===== src/rtl/dlr_pkg.sv =====
package dlr_pkg;

  localparam int unsigned SAMPLE_W = 16;
  localparam int unsigned STEP_W   = 19;
  // working phase carries one extra bit for phase plus step before the wrap
  localparam int unsigned PHASE_W  = STEP_W + 1;
  localparam int unsigned MAX_OUT  = 4;
  localparam int unsigned CNT_W    = $clog2(MAX_OUT);

  localparam logic [STEP_W-1:0] STEP_RESET = STEP_W'(65536);

  typedef enum logic [1:0] {
    ST_IDLE,
    ST_MUL,
    ST_ADD
  } state_e;

  typedef struct packed {
    logic load;
    logic mul;
    logic emit;
    logic last;
    logic finish;
  } cmd_t;

  typedef struct packed {
    logic phase_ge_one;
    logic next_ge_one;
  } status_t;

endpackage


===== src/rtl/downmix_linear_resampler_unit.sv =====
// Linear-interpolation resampler with stereo downmix. Each input item is one
// 16-bit sample (tuser low) or a left/right pair (tuser high) that is averaged
// with truncation toward zero. A 4.16 phase (FRAC_BITS fraction bits) steps by
// the value written on the cfg channel (source rate << FRAC_BITS / mixer rate,
// steps below one quarter act as one quarter); while the phase is below one an
// output item prev + ((new - prev) * frac >>> FRAC_BITS) is produced, so one
// input gives zero to four outputs, tlast on the final one. Each output of an
// item passes the single 17 x FRAC_BITS multiplier (ST_MUL), then the add
// into the output register (ST_ADD), which waits while the previous output
// is not taken. The next input item is taken right after the last output is
// written, while that output still waits on m_axis_tready.
module downmix_linear_resampler_unit #(
  parameter int unsigned FRAC_BITS = 16
) (
  input  logic        clk_i,
  input  logic        rst_ni,
  input  logic        s_axis_tvalid,
  output logic        s_axis_tready,
  input  logic [31:0] s_axis_tdata,  // left_sample [15:0], right_sample [31:16]
  input  logic [0:0]  s_axis_tuser,  // stereo [0]
  output logic        m_axis_tvalid,
  input  logic        m_axis_tready,
  output logic [15:0] m_axis_tdata,  // out_sample [15:0]
  output logic        m_axis_tlast,
  input  logic        cfg_valid_i,
  output logic        cfg_ready_o,
  input  logic [18:0] cfg_data_i     // phase_step
);

  dlr_pkg::cmd_t    cmd;
  dlr_pkg::status_t status;

  assign cfg_ready_o = 1'b1;

  dlr_ctrl u_ctrl (
    .clk_i         (clk_i),
    .rst_ni        (rst_ni),
    .s_axis_tvalid (s_axis_tvalid),
    .s_axis_tready (s_axis_tready),
    .m_axis_tvalid (m_axis_tvalid),
    .m_axis_tready (m_axis_tready),
    .status_i      (status),
    .cmd_o         (cmd)
  );

  dlr_datapath #(
    .FRAC_BITS (FRAC_BITS)
  ) u_datapath (
    .clk_i        (clk_i),
    .rst_ni       (rst_ni),
    .cmd_i        (cmd),
    .status_o     (status),
    .in_data_i    (s_axis_tdata),
    .in_stereo_i  (s_axis_tuser[0]),
    .cfg_valid_i  (cfg_valid_i),
    .cfg_data_i   (cfg_data_i),
    .out_sample_o (m_axis_tdata),
    .out_last_o   (m_axis_tlast)
  );

endmodule


===== src/rtl/dlr_ctrl.sv =====
module dlr_ctrl (
  input  logic             clk_i,
  input  logic             rst_ni,
  input  logic             s_axis_tvalid,
  output logic             s_axis_tready,
  output logic             m_axis_tvalid,
  input  logic             m_axis_tready,
  input  dlr_pkg::status_t status_i,
  output dlr_pkg::cmd_t    cmd_o
);

  dlr_pkg::state_e               state_q, state_d;
  logic [dlr_pkg::CNT_W-1:0]     cnt_q, cnt_d;
  logic                          out_valid_q, out_valid_d;
  logic                          out_free;
  logic                          last_out;

  assign out_free = !out_valid_q || m_axis_tready;
  assign last_out = status_i.next_ge_one || (cnt_q == dlr_pkg::CNT_W'(dlr_pkg::MAX_OUT - 1));

  always_comb begin
    state_d = state_q;
    case (state_q)
      dlr_pkg::ST_IDLE: begin
        if (s_axis_tvalid) begin
          state_d = dlr_pkg::ST_MUL;
        end
      end
      dlr_pkg::ST_MUL: begin
        if (status_i.phase_ge_one) begin
          state_d = dlr_pkg::ST_IDLE;
        end else begin
          state_d = dlr_pkg::ST_ADD;
        end
      end
      dlr_pkg::ST_ADD: begin
        if (out_free) begin
          state_d = last_out ? dlr_pkg::ST_IDLE : dlr_pkg::ST_MUL;
        end
      end
      default: state_d = dlr_pkg::ST_IDLE;
    endcase
  end

  always_comb begin
    cmd_o         = '0;
    s_axis_tready = 1'b0;
    cnt_d         = cnt_q;
    case (state_q)
      dlr_pkg::ST_IDLE: begin
        s_axis_tready = 1'b1;
        cmd_o.load    = s_axis_tvalid;
        if (s_axis_tvalid) begin
          cnt_d = '0;
        end
      end
      dlr_pkg::ST_MUL: begin
        // phase already at or above one: the item skips with no result
        cmd_o.mul    = !status_i.phase_ge_one;
        cmd_o.finish = status_i.phase_ge_one;
      end
      dlr_pkg::ST_ADD: begin
        if (out_free) begin
          cmd_o.emit   = 1'b1;
          cmd_o.last   = last_out;
          cmd_o.finish = last_out;
          cnt_d        = cnt_q + 1'b1;
        end
      end
      default: begin
        cmd_o = '0;
      end
    endcase
  end

  always_comb begin
    out_valid_d = out_valid_q;
    if (cmd_o.emit) begin
      out_valid_d = 1'b1;
    end else if (m_axis_tready) begin
      out_valid_d = 1'b0;
    end
  end

  assign m_axis_tvalid = out_valid_q;

  always_ff @(posedge clk_i or negedge rst_ni) begin
    if (!rst_ni) begin
      state_q     <= dlr_pkg::ST_IDLE;
      cnt_q       <= '0;
      out_valid_q <= 1'b0;
    end else begin
      state_q     <= state_d;
      cnt_q       <= cnt_d;
      out_valid_q <= out_valid_d;
    end
  end

`ifndef SYNTH
  a_emit_free: assert property (@(posedge clk_i) disable iff (!rst_ni)
    cmd_o.emit |-> (!out_valid_q || m_axis_tready))
    else $error("result written over an item not yet taken");

  a_fourth_last: assert property (@(posedge clk_i) disable iff (!rst_ni)
    (cmd_o.emit && cnt_q == dlr_pkg::CNT_W'(dlr_pkg::MAX_OUT - 1)) |-> cmd_o.last)
    else $error("more than four results for one item");

  a_load_to_mul: assert property (@(posedge clk_i) disable iff (!rst_ni)
    (s_axis_tvalid && s_axis_tready) |=> (state_q == dlr_pkg::ST_MUL))
    else $error("accepted item did not start");
`endif

endmodule


===== src/rtl/dlr_datapath.sv =====
module dlr_datapath #(
  parameter int unsigned FRAC_BITS = 16
) (
  input  logic                          clk_i,
  input  logic                          rst_ni,
  input  dlr_pkg::cmd_t                 cmd_i,
  output dlr_pkg::status_t              status_o,
  input  logic [2*dlr_pkg::SAMPLE_W-1:0] in_data_i,
  input  logic                          in_stereo_i,
  input  logic                          cfg_valid_i,
  input  logic [dlr_pkg::STEP_W-1:0]    cfg_data_i,
  output logic [dlr_pkg::SAMPLE_W-1:0]  out_sample_o,
  output logic                          out_last_o
);

  localparam int unsigned SW = dlr_pkg::SAMPLE_W;
  localparam int unsigned PW = SW + 2 + FRAC_BITS;
  localparam logic [dlr_pkg::PHASE_W-1:0] PHASE_ONE = dlr_pkg::PHASE_W'(1) << FRAC_BITS;
  localparam logic [dlr_pkg::STEP_W-1:0]  STEP_MIN  = dlr_pkg::STEP_W'(1) << (FRAC_BITS - 2);

  logic [dlr_pkg::STEP_W-1:0]  step_q;
  logic [dlr_pkg::STEP_W-1:0]  step_eff;
  logic [SW-1:0]               prev_q, prev_d;
  logic [SW-1:0]               cur_q, cur_d;
  logic [dlr_pkg::PHASE_W-1:0] phase_q, phase_d;
  logic [dlr_pkg::PHASE_W-1:0] phase_next;
  logic [dlr_pkg::PHASE_W-1:0] phase_fin;
  logic signed [PW-1:0]        prod_q, prod_d;
  logic signed [PW-1:0]        prod_sh;
  logic [SW-1:0]               out_q, out_d;
  logic                        last_q;
  logic signed [SW:0]          pair_sum;
  logic signed [SW:0]          pair_half;
  logic signed [SW:0]          diff;

  // downmix, truncated toward zero
  assign pair_sum  = $signed({in_data_i[SW-1], in_data_i[SW-1:0]})
                   + $signed({in_data_i[2*SW-1], in_data_i[2*SW-1:SW]});
  assign pair_half = (pair_sum + $signed({{SW{1'b0}}, pair_sum[SW]})) >>> 1;
  assign cur_d     = in_stereo_i ? pair_half[SW-1:0] : in_data_i[SW-1:0];

  assign step_eff   = (step_q < STEP_MIN) ? STEP_MIN : step_q;
  assign phase_next = phase_q + {1'b0, step_eff};

  assign status_o.phase_ge_one = (phase_q >= PHASE_ONE);
  assign status_o.next_ge_one  = (phase_next >= PHASE_ONE);

  assign diff   = $signed({cur_q[SW-1], cur_q}) - $signed({prev_q[SW-1], prev_q});
  assign prod_d = $signed({{(PW-SW-1){diff[SW]}}, diff})
                * $signed({{(PW-FRAC_BITS){1'b0}}, phase_q[FRAC_BITS-1:0]});

  assign prod_sh = prod_q >>> FRAC_BITS;
  assign out_d   = prev_q + prod_sh[SW-1:0];

  assign phase_fin = (cmd_i.emit ? phase_next : phase_q) - PHASE_ONE;

  always_comb begin
    phase_d = phase_q;
    prev_d  = prev_q;
    if (cmd_i.finish) begin
      phase_d = {1'b0, phase_fin[dlr_pkg::STEP_W-1:0]};
      prev_d  = cur_q;
    end else if (cmd_i.emit) begin
      phase_d = phase_next;
    end
  end

  always_ff @(posedge clk_i or negedge rst_ni) begin
    if (!rst_ni) begin
      step_q  <= dlr_pkg::STEP_RESET;
      prev_q  <= '0;
      phase_q <= '0;
    end else begin
      if (cfg_valid_i) begin
        step_q <= cfg_data_i;
      end
      prev_q  <= prev_d;
      phase_q <= phase_d;
    end
  end

  always_ff @(posedge clk_i) begin
    if (cmd_i.load) begin
      cur_q <= cur_d;
    end
    if (cmd_i.mul) begin
      prod_q <= prod_d;
    end
    if (cmd_i.emit) begin
      out_q  <= out_d;
      last_q <= cmd_i.last;
    end
  end

  assign out_sample_o = out_q;
  assign out_last_o   = last_q;

`ifndef SYNTH
  a_phase_wrapped: assert property (@(posedge clk_i) disable iff (!rst_ni)
    cmd_i.finish |=> !phase_q[dlr_pkg::PHASE_W-1])
    else $error("stored phase out of range after an item");
`endif

endmodule

===== config.mk =====
export PLATFORM = sky130hd
export DESIGN_NAME = downmix_linear_resampler_unit
export DESIGN_NICKNAME = d
export VERILOG_FILES = /design/src/rtl/dlr_pkg.sv /design/src/rtl/downmix_linear_resampler_unit.sv /design/src/rtl/dlr_ctrl.sv /design/src/rtl/dlr_datapath.sv
export SDC_FILE = /design/constraint.sdc
export NUM_CORES = 1
export LEC_CHECK = 0
export ABC_CLOCK_PERIOD_IN_PS = 12400
export BUFFER_PORTS_ARGS = -buffer_cell sky130_fd_sc_hd__buf_2
export CAP_MARGIN = 20
export CELL_PAD_IN_SITES_DETAIL_PLACEMENT = 1
export CELL_PAD_IN_SITES_GLOBAL_PLACEMENT = 2
export CORE_ASPECT_RATIO = 1.5
export CORE_MARGIN = 2
export CORE_UTILIZATION = 44
export CTS_CLUSTER_DIAMETER = 150
export DETAILED_ROUTE_END_ITERATION = 6
export GPL_TIMING_DRIVEN = 0
export MAX_ROUTING_LAYER = met4
export PLACE_DENSITY_LB_ADDON = 0.1
export SLEW_MARGIN = 15
export SYNTH_ARGS = -nofsm -noshare
export SYNTH_HDL_FRONTEND = slang
export SYNTH_SLANG_ARGS = --single-unit

===== constraint.sdc =====
create_clock -name clk_i -period 12.4 [get_ports clk_i]
set_input_delay 1.24 -clock clk_i [delete_from_list [all_inputs] [get_ports clk_i]]
set_output_delay 1.24 -clock clk_i [all_outputs]
set_load 0.05 [all_outputs]

Word level (Yosys, flattened, before mapping)
Cells that the tools add are included.
{"block": "classes", "reduce_logical": 10, "n_mul": 1, "magnitude_cmp": 3, "n_eq_ne": 5, "muxes": 20, "n_addsub": 7}
{"op": ">= comparator 20 x 17 -> 1 bit, second input constant", "count": 2}
{"op": "2-to-1 mux 20 bit", "count": 2}
{"op": "multiplier 17 x 17 -> 32 bit", "count": 1}
{"op": "adder 20 x 19 -> 20 bit", "count": 1}
{"op": "< comparator 19 x 15 -> 1 bit, second input constant", "count": 1}
{"op": "2-to-1 mux 19 bit", "count": 1}
{"op": "subtractor 19 x 17 -> 19 bit, second input constant", "count": 1}
{"op": "adder 16 x 16 -> 17 bit", "count": 1}
{"op": "adder 17 x 2 -> 17 bit", "count": 1}
{"op": "subtractor 16 x 16 -> 17 bit", "count": 1}
{"op": "adder 16 bit", "count": 1}
{"op": "2-to-1 mux 16 bit", "count": 1}
{"op": "2-to-1 mux 2 bit", "count": 6}
{"op": "2-to-1 mux 1 bit", "count": 6}
{"op": "case mux 2 bit (3 select lines)", "count": 1}
{"op": "== test 2 bit, second input constant", "count": 2}
{"op": "case mux 2 bit (2 select lines)", "count": 1}
{"op": "AND reduction 2 bit", "count": 2}
{"op": "nonzero test 2 bit", "count": 2}
{"op": "2-to-1 mux 3 bit", "count": 1}
{"op": "AND reduction 3 bit", "count": 1}
{"op": "adder 2 x 1 -> 2 bit, second input constant", "count": 1}
{"op": "== test 2 x 1 -> 1 bit, second input constant", "count": 1}
{"op": "zero test 1 bit", "count": 2}
{"op": "other kinds (5)", "count": 6}
{"block": "totals", "output_inout_bits": 20, "in_bits": 57, "register_bits": 125}

Logic depth before layout (Yosys ltp)
Gate-level depths: netlist of run 1.
{"block": "logic_depth", "word_depth": 10, "mapped_depth": 35, "depth_no_buf": 34}

Hierarchy
A second synthesis of run 1 with hierarchy kept.
{"block": "unflattened", "hier_cells": 1852, "area_unflattened_um2": 17321.6}
{"mod": "dlr_datapath", "instances": 1, "cells_each": 1805, "seq_area_each_um2": 2849.0, "area_per_inst_um2": 16897.5}
{"mod": "dlr_ctrl", "instances": 1, "cells_each": 45, "seq_area_each_um2": 125.1, "area_per_inst_um2": 412.9}
{"mod": "downmix_linear_resampler_unit", "instances": 1, "cells_each": 2, "seq_area_each_um2": 0.0, "area_per_inst_um2": 11.3}

Least setup slack after synthesis of run 1
Ideal clock, no wire load.
{"block": "synth_path", "kind": "register to register", "from": "register u_datapath.cur_q[0]", "to": "register u_datapath.prod_q[31] (data pin)", "path_stages_with_launch": 34, "setup_slack_ps": 3886, "arrival_time_ps": 8249, "synth_period_minus_slack_ps": 8514, "path_cell_list": "edfxtp_1 inv_1 ha_1 fa_1 nor2b_1 o31a_1 o21ai_0 a21oi_1 a41oi_1 a2111oi_0 o21ai_1 clkbuf_1 nand2_1 inv_1 fa_1 inv_1 fa_1 inv_1 fa_1 fa_1 fa_1 inv_1 fa_1 inv_1 ha_1 and3_1 o2111ai_1 a2111oi_0 nor3_1 nor3_1 a41oi_1 a211o_1 o21a_1 xor2_1"}
{"block": "synth_via", "elab_chain_cells": 2}
{"element": "start, declared", "line": "dlr_datapath.sv:24", "source": "logic [SW-1:0] cur_q, cur_d;"}
{"element": "start signal, assigned", "line": "dlr_datapath.sv:84", "source": "cur_q <= cur_d;"}
{"element": "subtractor 16 x 16 -> 17 bit", "line": "dlr_datapath.sv:48", "source": "assign diff = $signed({cur_q[SW-1], cur_q}) - $signed({prev_q[SW-1], prev_q});"}
{"element": "multiplier 17 x 17 -> 32 bit", "line": "dlr_datapath.sv:50", "source": "* $signed({{(PW-FRAC_BITS){1'b0}}, phase_q[FRAC_BITS-1:0]});"}
{"element": "via u_datapath.prod_d[31]", "line": "dlr_datapath.sv:28", "source": "logic signed [PW-1:0] prod_q, prod_d;"}
{"element": "end signal, assigned", "line": "dlr_datapath.sv:87", "source": "prod_q <= prod_d;"}
{"element": "end, declared", "line": "dlr_datapath.sv:28"}
The timed path passes the listed nets, and every way through them passes these cells.
A chain may end at the register's enable or synchronous reset.

Final worst setup path of run 1
{"block": "layout_path", "from": "register u_datapath.prev_q[0]", "to": "register u_datapath.prod_q[31] (data pin)"}
{"block": "layout_via", "elab_chain_cells": 2}
{"element": "start, declared", "line": "dlr_datapath.sv:23", "source": "logic [SW-1:0] prev_q, prev_d;"}
{"element": "start signal, assigned", "line": "dlr_datapath.sv:77", "source": "prev_q <= prev_d;"}
{"element": "subtractor 16 x 16 -> 17 bit", "line": "dlr_datapath.sv:48"}
{"element": "multiplier 17 x 17 -> 32 bit", "line": "dlr_datapath.sv:50"}
{"element": "via u_datapath.prod_d[31]", "line": "dlr_datapath.sv:28"}
The timed path passes the listed nets, and every way through them passes these cells.

==> impl_metrics.ini, run 1 <==
[layout]
drive_gt1_share_pct = 6.65
n_antenna_cell = 0
mostFrequentLayoutCells = inv_1 (384), fa_1 (263), nand2_1 (233), ha_1 (157), and2_1 (111)
nets = 2696
ff_latch_area_um2 = 2970
final_area_um2 = 20300
fillCellCount = 5145
syn_to_final_growth_pct = 7.59
instances_no_fill = 2794
final_common_cell = inv_1
multi_input_area_um2 = 14100

[logic_synthesis]
ys_types = 83
synth_ff_type = dfrtp_1
yosysSeqAreaShare_pct = 15.7
postSynthAreaPerCell_um2 = 8.87
yosysWarnings = 0
ys_ff_latch = 109
synth-edff-count = 49
synth-async-reset-ratio_pct = 55.0
syn_inst = 2131
syn_area_um2 = 18900
syn-num-nets = 2608

[setup_path]
startpoint_type = register
max_stage_delay_ns = 0.80
cp_slowest_cell = a2111oi_0
arrival_ns = 10.60
crit_start = u_datapath.prev_q[0]
critPathMaxFanout = 10
path_class = reg -> reg
cp-end-kind = register
reg2reg_from = u_datapath.prev_q[0]
critPathMostFrequentCell = fa_1
required_ns = 12.51

[clock_network]
ctsRootBufferMaster = clkbuf_16
clkTransAtPathRegs_ns = 0.08
clkSinkCount = 109
post_cts_resized = 0
clk_latency_ns = 0.38
hold_buffers = 0
clock_path_buffers = 2
postCtsSetupBuffers = 0
cts_buffers = 9
htreeDepth = 3
cts_tree = done

[routing]
drt_wl_total_mm = 59.1
drt_first_pass_iters = 4
vias_per_cell = 5.50
ant_nets = 0
drc = 0
wl_per_cell_um = 21.2
num_vias = 15400
drtIter0Drc = 602

[floorplanning]
die_area_um2 = 44700
ios = 77
dieHeight_um = 258
num_rows = 93
fp.dieW_um = 173
initial_core_util_pct = 44.3
core-area_um2 = 42700

[placement]
dp_hpwl_mm = 50.7
gp_congestion = 0.899
place_area_um2 = 20000
portBuffers = 73
placed_cells = 2778

[global_routing]
groute.usage.overall_pct = 28.3
grt_pass1_vias = 17400
grt_pass1_wl_mm = 95.3
overflow = 0
grt_start_max_net_pins = 56
grt_antenna_before_repair = 0

[outcome]
outcome = completed

[min_path]
min_from = u_datapath.step_q[4]
hold_class = reg -> reg

[sta]
setup_viol = 0
max_clock_freq_mhz = 95.3
hold_viol_final = 0
period_share_pct = 84.7
relSlewSlack_pct = 27.8
worst_pin_slew_ns = 1.07
slew_viol_final = 0
fin_setup_tns_ns = 0
skew_ns = 0.0139
period_minus_slack_ns = 10.50
rsz0062_at_grt = no

[job]
maxCapViolCount = 0
-- synthesized netlist by cell type, drive strengths merged, types with 26 or more instances --
| library cell | number | area (um2) |
|---|---|---|
| ha | 157 | 1960 |
| a211oi | 27 | 208 |
| xnor2 | 60 | 526 |
| o21ai | 53 | 269 |
| mux2 | 26 | 297 |
| xor2 | 33 | 289 |
| dfrtp | 59 | 1480 |
| nor2 | 83 | 312 |
| or3 | 31 | 194 |
| and2 | 113 | 707 |
| nand2 | 234 | 881 |
| inv | 384 | 1440 |
| o311ai | 27 | 244 |
| nand3 | 44 | 220 |
| nor3 | 26 | 130 |
| fa | 263 | 5270 |
| nor2b | 45 | 282 |
| edfxtp | 49 | 1470 |
| clkbuf | 96 | 360 |
| a21oi | 56 | 284 |
| nor3b | 27 | 203 |
-- layout make-up --
class,instances,share of cell area [%]
plain buffers,105,2.02
clock buffers,10,1.17
clock inverters,6,0.271
inverters,385,7.11
multi-input cells,1532,69.3
flip-flops and latches,109,14.6
well taps,570,3.51
repair buffers,77,2.03
-- worst max-delay path: cells and delay by family, from the launching register on --
family	cells	cell delay, ns
adders and majority gates	9	4.27
AOI/OAI and AO/OA	11	3.47
and+or+nand+nor	5	1.08
buffers and inverters	6	0.78
DFF	1	0.48
xor gates and xnor gates	1	0.14
-- routing by layer --
layer / GRT usage (%) / wire (um)
met1: 29.2 / 22000
met2: 54.2 / 32700
met3: 2.47 / 1380
met4: 12.9 / 3030
met5: - / 0
-- stage by stage --
step                hold WS, ns  util [%]  setup WS, ns
floorplan                 0.473         -          3.89
global placement          0.483      46.8          1.96
detailed placement        0.488      46.9          1.79
CTS                       0.506      47.6          1.76
global route              0.524      47.6          1.11
finish                    0.499      47.6          1.90
-- logic make-up (layout without fill, tap and decap cells) --
family                   Yosys count  in the layout  share of synthesized area (%)
adder cells (fa/ha/maj)          420            420                           38.2
flip-flops                       109            109                           15.7
AO/OA/AOI/OAI                    319            319                           12.2
XOR/XNOR                          93             93                           4.31
multiplexers                      28             28                           1.67
AND/OR/NAND/NOR                  671            671                           18.0
buffers and inverters            490            583                           9.82
other                              1              1                         0.0198
-- registers in the layout (all words and copies together), names as in the netlist --
| register | cells |
|---|---|
| u_ctrl.state_q | 2 |
| u_datapath.phase_q | 20 |
| u_datapath.prev_q | 16 |
| u_datapath.cur_q | 16 |
| u_datapath.prod_q | 16 |
| u_ctrl.cnt_q | 2 |
| u_datapath.out_last_o | 1 |
| u_ctrl.m_axis_tvalid | 1 |
| u_datapath.step_q | 19 |
| u_datapath.out_sample_o | 16 |
-- path summary, 6_finish.rpt --
kind                            cells past startpoint                     to  slack, ns
worst max-delay path                               32  u_datapath.prod_q[31]       1.90
max in group asynchronous                           2  u_datapath.step_q[16]      11.16
worst min register to register                      1   u_datapath.step_q[4]       0.50
worst max register to register                     32  u_datapath.prod_q[31]       1.90
min in group asynchronous                           1   u_datapath.prev_q[0]       0.68
worst min-delay path                                1   u_datapath.step_q[4]       0.50
Power of run 1 is left out: the tool's default activity adds up to more than one toggle a clock period on the data nets, which glitch-free logic cannot reach.
==> inputs of run 2 (changes only) <==
ABC_CLOCK_PERIOD_IN_PS = 9600   (was 12400)
CORE_UTILIZATION = 37   (was 44)
clock period = 9.6 ns   (was 12.4 ns; I/O delays follow)
==> impl_metrics.ini, run 2 (synthesized netlist as in run 1, its figures left out) <==
[layout]
syn_to_final_growth_pct = 9.66
nets = 2706
n_antenna_cell = 0
top_register = u_datapath.phase_q
final_common_cell = inv_1
fillCellCount = 6030
mostFrequentLayoutCells = inv_1 (382), fa_1 (261), nand2_1 (233), ha_1 (156), and2_1 (111)
reg.largest.list = u_datapath.phase_q (20), u_datapath.step_q (19)
drive_gt1_share_pct = 8.59
largest_register_ff_count = 20
final_area_um2 = 20700
fin_util_pct = 41.0

[floorplanning]
core-area_um2 = 50500
ios = 77
dieHeight_um = 281
fp.dieW_um = 189
num_rows = 101
initial_core_util_pct = 37.4
die_area_um2 = 53000

[global_routing]
grt_pass1_wl_mm = 99.6
met2_usage_pct = 49.9
use_met1_pct = 26.1
grt_start_max_net_pins = 36
overflow = 0
grt_pass1_vias = 17500
grt_busiest_layer = met2
grt_use_met3_pct = 1.57
groute.usage.overall_pct = 25.5
grt_antenna_before_repair = 0

[sta]
rsz0062_at_grt = no
layout_setup_ws_ns = 0.427
skew_ns = 0.0142
slew_viol_final = 0
period_share_pct = 95.5
relSlewSlack_pct = 25.7
period_minus_slack_ns = 9.17
hold_viol_final = 0
worst_pin_slew_ns = 1.10
hold_ws_ns = 0.476
max_clock_freq_mhz = 109
setup_viol = 0

[clock_network]
clkTransAtPathRegs_ns = 0.09
cts_buffers = 9
clkSinkCount = 109
ctsRootBufferMaster = clkbuf_16
htreeDepth = 3
hold_buffers = 0
clock_path_buffers = 2
clk_latency_ns = 0.39
cts_tree = done

[placement]
gp_congestion = 0.879
portBuffers = 73
place_area_um2 = 20200
dp_hpwl_mm = 52.9
pre_cts_slack_ns = -0.848

[setup_path]
r2r_slack_ns = 0.43
path_class = reg -> reg
reg2reg_from = u_datapath.cur_q[0]
crit_start = u_datapath.cur_q[0]
startpoint_type = register
arrival_ns = 9.29
critPathMaxFanout = 10
cp_slowest_cell = fa_1
max_stage_delay_ns = 0.57
rr_endpoint = u_datapath.prod_q[31]
cp-end-kind = register
worst_r2r_path_depth = 31
critPathMostFrequentCell = fa_1
required_ns = 9.72
crit_end = u_datapath.prod_q[31]

[min_path]
hold_class = in -> async

[routing]
num_vias = 15400
drc = 0
ant_nets = 0
drt_wl_total_mm = 63.0
wl_per_cell_um = 21.7
drtIter0Drc = 611
drt_first_pass_iters = 5
vias_per_cell = 5.30

[job]
maxCapViolCount = 0

[outcome]
outcome = completed
## run 2: cell types whose count changed in the layout (fill, tap and decap cells not counted), sizes merged
cell	previous run	this run
clkinv	4	2
buf	86	99
clkbuf	106	103
inv	386	388
## run 2: metrics by stage
stage,TNS [ns],cells
floorplan,0,2131
global placement,-5.35,2873
detailed placement,-3.51,2877
CTS,0,2892
global route,0,2903
finish,0,2903
## run 2: layout make-up
class | count | area [um2] | area share, %
buffer | 103 | 422 | 2.03
multi-input combinational | 1532 | 14200 | 68.6
inverter | 385 | 1450 | 6.99
clock buffer | 10 | 250 | 1.21
tap | 669 | 837 | 4.04
timing repair buffer | 89 | 520 | 2.51
sequential | 109 | 2980 | 14.4
clock inverter | 6 | 48.8 | 0.235
## run 2: worst max-delay path: cells and delay by family, from the launching register on
kind	cells	cell delay (ns)
adders and majority gates	9	3.81
AOI/OAI and AO/OA	9	2.24
and+or+nand+nor	6	1.26
buffers and inverters	6	0.97
DFF	1	0.42
xor gates and xnor gates	1	0.17
## run 2: routing by layer
metal  part of all wire, %  vias to the layer above
met5                     0                        -
met2                    57                      216
met4                   4.2                        0
met1                    37                     7961
li1                      -                     7142
met3                   1.9                       78
## run 2: how the worst min path moves through the flow
stage	cells after the start	slack, ns	to
floorplan	1	0.47	u_datapath.step_q[0]
finish	1	0.48	u_datapath.step_q[14]
CTS	1	0.47	u_datapath.step_q[14]
global placement	1	0.48	u_datapath.step_q[0]
global route	1	0.49	u_datapath.step_q[14]
detailed placement	1	0.49	u_datapath.step_q[9]
## run 2: what timing repair did
item / in CTS / in global routing
pin swaps: 0 / 9
setup buffers: 0 / 12
gates resized for setup: 21 / 30
setup endpoints to repair: 8 / 5
Power of run 2 is left out for the same reason.
